[src/hw/rtl/sct_pkg.sv]
package sct_pkg;

    localparam int unsigned DEF_SERIES_TERMS = 12;
    localparam int unsigned DEF_FRAC_BITS    = 30;
    localparam int unsigned DEF_ANGLE_WIDTH  = 32;

    localparam int unsigned VALUE_WIDTH = 32;
    localparam int unsigned VALUE_FRAC  = 30;

    // integer guard bits over the fraction for each datapath word
    localparam int unsigned TERM_GUARD = 4;
    localparam int unsigned SUM_GUARD  = 5;
    localparam int unsigned SQ_GUARD   = 4;
    localparam int unsigned PROD_GUARD = 8;

    // pi in Q4.60
    localparam logic [63:0] PI_Q60 = 64'h3243_F6A8_885A_308D;

    typedef enum logic {
        OP_SINE   = 1'b0,
        OP_COSINE = 1'b1
    } t_opcode;

    typedef struct packed {
        logic    valid;
        t_opcode op;
    } t_lane_ctl;

endpackage

[src/hw/rtl/sct_term_step.sv]
module sct_term_step #(
    parameter int unsigned FRAC_BITS = sct_pkg::DEF_FRAC_BITS,
    parameter int unsigned STEP      = 1
) (
    input  logic                                                   i_clk,
    input  logic                                                   i_rst_n,
    input  sct_pkg::t_lane_ctl                                     i_ctl,
    output logic                                                   o_ready,
    input  logic signed [FRAC_BITS+sct_pkg::SUM_GUARD-1:0]         i_sum,
    input  logic signed [FRAC_BITS+sct_pkg::TERM_GUARD-1:0]        i_term,
    input  logic        [FRAC_BITS+sct_pkg::SQ_GUARD-1:0]          i_x2,
    output sct_pkg::t_lane_ctl                                     o_ctl,
    input  logic                                                   i_ready,
    output logic signed [FRAC_BITS+sct_pkg::SUM_GUARD-1:0]         o_sum,
    output logic signed [FRAC_BITS+sct_pkg::TERM_GUARD-1:0]        o_term,
    output logic        [FRAC_BITS+sct_pkg::SQ_GUARD-1:0]          o_x2
);
    import sct_pkg::*;

    localparam int unsigned T_W  = FRAC_BITS + TERM_GUARD;
    localparam int unsigned S_W  = FRAC_BITS + SUM_GUARD;
    localparam int unsigned X2_W = FRAC_BITS + SQ_GUARD;
    localparam int unsigned P_W  = FRAC_BITS + PROD_GUARD;

    localparam logic [63:0] ONE_64 = 64'd1 << FRAC_BITS;
    localparam logic [63:0] D_SIN  = 64'((2 * STEP) * (2 * STEP + 1));
    localparam logic [63:0] D_COS  = 64'((2 * STEP - 1) * (2 * STEP));
    localparam logic [FRAC_BITS-1:0] K_SIN = FRAC_BITS'((ONE_64 + D_SIN / 2) / D_SIN);
    localparam logic [FRAC_BITS-1:0] K_COS = FRAC_BITS'((ONE_64 + D_COS / 2) / D_COS);

    // stage a: term * x^2, running sum picks up the incoming term
    t_lane_ctl               r_a_ctl;
    logic signed [P_W-1:0]   r_a_p;
    logic signed [S_W-1:0]   r_a_sum;
    logic        [X2_W-1:0]  r_a_x2;
    logic                    a_rdy;

    logic signed [X2_W:0]      x2s;
    logic signed [T_W+X2_W:0]  prod_a;
    logic signed [P_W-1:0]     n_a_p;
    logic signed [S_W-1:0]     n_a_sum;

    assign x2s     = {1'b0, i_x2};
    assign prod_a  = i_term * x2s;
    assign n_a_p   = prod_a[FRAC_BITS+P_W-1:FRAC_BITS];
    assign n_a_sum = i_sum + S_W'(i_term);

    // stage b: scale by the reciprocal and flip the sign
    t_lane_ctl               r_b_ctl;
    logic signed [T_W-1:0]   r_b_term;
    logic signed [S_W-1:0]   r_b_sum;
    logic        [X2_W-1:0]  r_b_x2;

    logic signed [FRAC_BITS:0]     kk;
    logic signed [P_W+FRAC_BITS:0] prod_b;
    logic signed [T_W-1:0]         t_scaled;
    logic signed [T_W-1:0]         n_b_term;

    assign kk       = (r_a_ctl.op == OP_COSINE) ? {1'b0, K_COS} : {1'b0, K_SIN};
    assign prod_b   = r_a_p * kk;
    assign t_scaled = prod_b[FRAC_BITS+T_W-1:FRAC_BITS];
    assign n_b_term = -t_scaled;

    assign a_rdy   = !r_b_ctl.valid || i_ready;
    assign o_ready = !r_a_ctl.valid || a_rdy;

    always_ff @(posedge i_clk) begin
        if (!i_rst_n) begin
            r_a_ctl <= '0;
        end else if (o_ready) begin
            r_a_ctl <= i_ctl;
        end
    end

    always_ff @(posedge i_clk) begin
        if (o_ready && i_ctl.valid) begin
            r_a_p   <= n_a_p;
            r_a_sum <= n_a_sum;
            r_a_x2  <= i_x2;
        end
    end

    always_ff @(posedge i_clk) begin
        if (!i_rst_n) begin
            r_b_ctl <= '0;
        end else if (a_rdy) begin
            r_b_ctl <= r_a_ctl;
        end
    end

    always_ff @(posedge i_clk) begin
        if (a_rdy && r_a_ctl.valid) begin
            r_b_term <= n_b_term;
            r_b_sum  <= r_a_sum;
            r_b_x2   <= r_a_x2;
        end
    end

    assign o_ctl  = r_b_ctl;
    assign o_sum  = r_b_sum;
    assign o_term = r_b_term;
    assign o_x2   = r_b_x2;

endmodule

[config.mk]
export PLATFORM = sky130hd
export DESIGN_NAME = sct_term_step
export DESIGN_NICKNAME = d
export VERILOG_FILES = /design/src/hw/rtl/sct_pkg.sv /design/src/hw/rtl/sct_term_step.sv
export SDC_FILE = /design/constraint.sdc
export NUM_CORES = 2
export LEC_CHECK = 0
export BUFFER_PORTS_ARGS = -buffer_cell sky130_fd_sc_hd__buf_4
export CAP_MARGIN = 20
export CORE_MARGIN = 1.5
export CORE_UTILIZATION = 35
export CTS_CLUSTER_DIAMETER = 60
export CTS_CLUSTER_SIZE = 8
export DETAILED_ROUTE_END_ITERATION = 16
export MAX_ROUTING_LAYER = met4
export SETUP_SLACK_MARGIN = 0.05
export SYNTH_ARGS = -nofsm -noshare
export SYNTH_HDL_FRONTEND = slang
export SYNTH_SLANG_ARGS = --single-unit
[constraint.sdc]
create_clock -name i_clk -period 19 [get_ports i_clk]
set_input_delay 1.9 -clock i_clk [delete_from_list [all_inputs] [get_ports i_clk]]
set_output_delay 1.9 -clock i_clk [all_outputs]
set_load 0.1 [all_outputs]
* After elaboration in Yosys (flattened, before gate mapping)
Index checks and enable logic that the tools add are counted.
Cells by class: bitwise operators 0, reductions and logical operators 6, $mul 2, divide/modulo/power cells 0, add/subtract/negate cells 2, order comparisons 0, shift-type cells 0, equality and inequality tests 0, muxes and demuxes 1
Operators with widths (count):
- 34-bit by 35-bit multiplier with 68-bit output | 1
- 38-bit by 31-bit multiplier with 64-bit output | 1
- 35-bit by 34-bit adder with 35-bit output | 1
- 34-bit negation | 1
- 30-bit 2-to-1 mux | 1
- 1-bit logical AND | 2
- 1-bit logical NOT | 2
- 1-bit logical OR | 2
Storage, ports and cells: RAM bits 0, bits in read-only memories 0, bits in latches 0, flip-flop bits (word level) 214, logic and storage cells 21, memories 0, input bits 108

* Depth between registers and ports, before layout
word-level depth 4, gate-level depth with buffers 35, mapped depth without buffers 32

* Worst setup path before layout
Ideal clock, no wire load.
path kind reg2reg, start point register r_a_ctl[0] (netlist bit), end point register r_b_term[30] (netlist: o_term[30]) (data pin), setup time 0.257 ns, path slack 8.899 ns, cell stages (with the launch flop) 30, data arrival time 9.844 ns, buffers on the path 2, data required time 18.743 ns, path through dfxtp_1 clkbuf_1 nand2b_1 clkbuf_1 inv_1 ha_1 fa_1 inv_1 fa_1 inv_1 fa_1 fa_1 fa_1 fa_1 inv_1 fa_1 inv_1 ha_1 a21o_1 a21o_1 a21o_1 or2_2 a21boi_0 o31a_1 o21ai_1 and2_1 or4b_4 a211oi_2 nor3_1 o2111a_1
Between the ends: word-level cells in the longest chain between the ends 3
Ends and longest elaborated chain:
- from (decl) | RTL line sct_term_step.sv:32 | t_lane_ctl r_a_ctl;
- from (signal assigned) | RTL line sct_term_step.sv:71 | r_a_ctl <= i_ctl;
- 30-bit 2-to-1 mux | RTL line sct_term_step.sv:59 | assign kk = (r_a_ctl.op == OP_COSINE) ? {1'b0, K_COS} : {1'b0, K_SIN};
- 38-bit by 31-bit multiplier with 64-bit output | RTL line sct_term_step.sv:60 | assign prod_b = r_a_p * kk;
- 34-bit negation | RTL line sct_term_step.sv:62 | assign n_b_term = -t_scaled;
- named net n_b_term[30] | RTL line sct_term_step.sv:57 | logic signed [T_W-1:0] n_b_term;
- to (signal assigned) | RTL line sct_term_step.sv:93 | r_b_term <= n_b_term;
- to (decl) | RTL line sct_term_step.sv:50 | logic signed [T_W-1:0] r_b_term;
The timed path passes the listed nets, and every way through them passes these cells. A chain may end at the register's enable or synchronous reset.

* Worst setup path after layout
Ends and elaborated chain as after synthesis.

==> impl_results.md <==
- Area growth syn-to-layout: 7.585%
- Crit end category: flop
- HPWL Detailed: roughly 160,000 microns
- Crit path launch type: flop
- Gr usage total: 0.2194
- Slew Limit Fails: 0
- Post-synthesis average cell area: about 9.6 sq um
- Hold buffer count at CTS: 0
- First-pass GRT wire length: between 300,000 and 400,000 microns
- Crit path max fanout: 76
- H-tree levels: 2
- Drt wl/cell: 21.52 microns
- R2R depth: 25
- Hold endpoint: o_sum[11]
- Die ar.: around 190,000 sq um
- Post-synth top flop: edfxtp_1
- Post-synthesis sequential area ratio: 0.09732
- Max-Cap Viols: 0
- Port buffer count: 213
- Syn_nets: slightly above 9,000
- Pre-antenna DRT Iters: 5
- RSZ-0062 raised after global routing: no
- Setup violators final: 0
- Via/cell ratio: around 4.9
- Seq. cell area: around 6400 sq um
- Final ANT Viol Nets: 0
- Post-synth cell types: 90
- Setup bufs post-CTS: 0
- Worst-Margin Slew: 1.035 ns
- Relative slew slack: 0.3085
- Reg2reg end: o_term[30]
- Largest net degree at the start of global routing: between 70 and 80
- Min-delay src: r_a_sum[11]
- Worst min path class: flop to flop
- Final hold violations: 0
- Fraction of layout cells with a size suffix above 1: 0.04936
- Synth Warn #: 0
- Multi-input logic area: around 51,000 sq um
- Layout fillers: 18,660
- Fin nets: 9,104
- Total CTS buffers: 39
- Register-to-register path setup slack: around 8.3 ns
- CTS tree: yes
- Initial antenna violation count: 7
- Via count: roughly 46,000
- Worst skew pair latency: between 0.6 and 0.7 ns
- Initial drt markers: 2,929
- GPL Wtd Cong: about 0.96
- Core Area: ~190,000 sq um
- CTS root buffer: clkbuf_16
- Worst hold path stage count: 0
- Commonest non-fill, non-tap cells in the layout: inv_1, fa_1, nand2_1
- Setup slack after layout: ~8.3 ns
- Gate Count Post-Synth: 6,833
- Total grt overflow: 0
- Number of synthesized flops with an enable pin: 210
- Clock slew at reported path FFs: about 0.05 ns
- Worst path required time: about 19 ns
- Top Ports: 214
- Clock buffer depth: 3
- Synthesized area: 65,620 sq um
- DRT Wirelength: between 200,000 and 250,000 microns
- Worst EP arrival: 11.03 ns
- Vias in the first global route: approximately 50,000
- Worst slack at placement: roughly 8 ns
- Die Width: around 440 microns
- Starting density of the core: 0.3531
- Final worst-path cycle share: 0.5619
- Setup_tns: 0 ns
- R2r startpoint: r_a_ctl[0]
- Die height: about 440 microns
- Number of remaining DRC errors: 0
- Ys async rst share: 0
- Commonest non-fill, non-tap cell in the layout: inv_1
- Util after Layout: 0.3799
- WS Path Type: flop to flop
- Synthesis-stage register bit count: 214
- FP Rows: around 160
- CTS Sinks: ~210
- Status: completed
- Min cycle time layout: between 10 and 15 ns
- Smallest hold slack: slightly above 0.4 ns
- Max Fclk: between 90 and 100 MHz
- Skew final: 0.05427 ns
- CTS resizes: 0
[worst max-delay path: stages (launching register included)]
cell,delay [ns]
dfxtp_2,0.77
buf_4,0.72
nand2b_2,0.24
buf_4,0.43
inv_1,0.08
buf_4,0.28
ha_1,0.35
fa_1,0.55
xnor2_1,0.35
fa_1,0.51
fa_1,0.52
fa_1,0.61
fa_1,0.45
fa_1,0.54
ha_1,0.45
nand3_1,0.14
or4_1,0.57
a31oi_4,0.28
o21bai_2,0.19
a31oi_1,0.60
xnor2_1,0.32
o211ai_1,0.29
or4b_4,0.65
a211oi_2,0.17
nor3_1,0.09
o2111a_1,0.12
[cells by family (layout without fill, tap and decap cells)]
kind of cell,Yosys count,in the layout,share of synthesized area
other,0,9,0
XOR/XNOR,195,195,0.02626
adder cells (fa/ha/maj),2168,2168,0.5876
AO/OA/AOI/OAI,388,388,0.03985
multiplexers,9,9,0.001411
flip-flops,214,214,0.09732
AND/OR/NAND/NOR,1740,1740,0.1263
buffers and inverters,2119,2133,0.1212
[flip-flops by register name, summed over array words and instances, names as in the netlist]
name,flops
o_x2,34
o_ctl,2
o_term,34
r_a_x2,34
r_a_sum,35
o_sum,35
r_a_ctl,2
r_a_p,38
[worst max-delay path by stage]
stage | from | endpoint | depth (start not counted)
after floorplan | r_a_ctl[0] | o_term[30] | 29
after global placement | r_a_ctl[0] | o_term[30] | 25
after detailed placement | i_term[4] | r_a_p[37] | 28
after CTS | r_a_ctl[0] | o_term[30] | 25
after global routing | r_a_ctl[0] | o_term[30] | 25
final | r_a_ctl[0] | o_term[30] | 25
[cell usage after synthesis (all sizes together), types with 7 or more instances]
cell type,instances,area (sq um)
inv,1850,6944
fa,1524,30510
nand2,923,3465
ha,641,8020
and2,390,2440
clkbuf,267,1002
edfxtp,210,6306
nor2,147,564.3
xnor2,147,1303
a21oi,119,606.8
o21ai,72,364.1
nand2b,65,406.6
nor2b,60,375.4
a21o,51,382.9
xor2,48,420.4
nor3,38,221.5
nand3,33,170.2
o21a,32,240.2
a211oi,24,202.7
nand4,19,118.9
a31oi,15,123.9
or3,13,91.34
o21bai,12,97.59
and3,11,73.82
o211ai,11,87.58
or2,9,56.31
nand3b,8,60.06
mux2i,7,70.07
[per-layer routing]
| metal | global-route usage | routed length (microns) | up-vias |
|---|---|---|---|
| met5 | - | 0 | - |
| met4 | 0.06305 | 5964 | 0 |
| met3 | 0.03266 | 13420 | 264 |
| met2 | 0.3536 | 96280 | 1536 |
| met1 | 0.2867 | 85260 | 23810 |
| li1 | - | - | 20010 |
[through the flow]
step           std cells  area [sq um]
6_report            9336         70600
5_1_grt             9331         70580
4_1_cts             9327         70570
3_5_place_dp        9270         69430
3_3_place_gp        9270         69430
2_1_floorplan       6833         65620
[cell type report]
cell class                 instances  share of cell area
multi-input combinational       4500              0.7266
inverter                        1850             0.09837
sequential                       214             0.09048
tap                             2480             0.04395
timing repair buffer             226             0.02403
clock buffer                      41             0.01393
clock inverter                    16            0.002304
antenna                            9           0.0003190
Power is left out: the tool's default activity adds up to more than one toggle a clock period on the data nets, which glitch-free logic cannot reach.
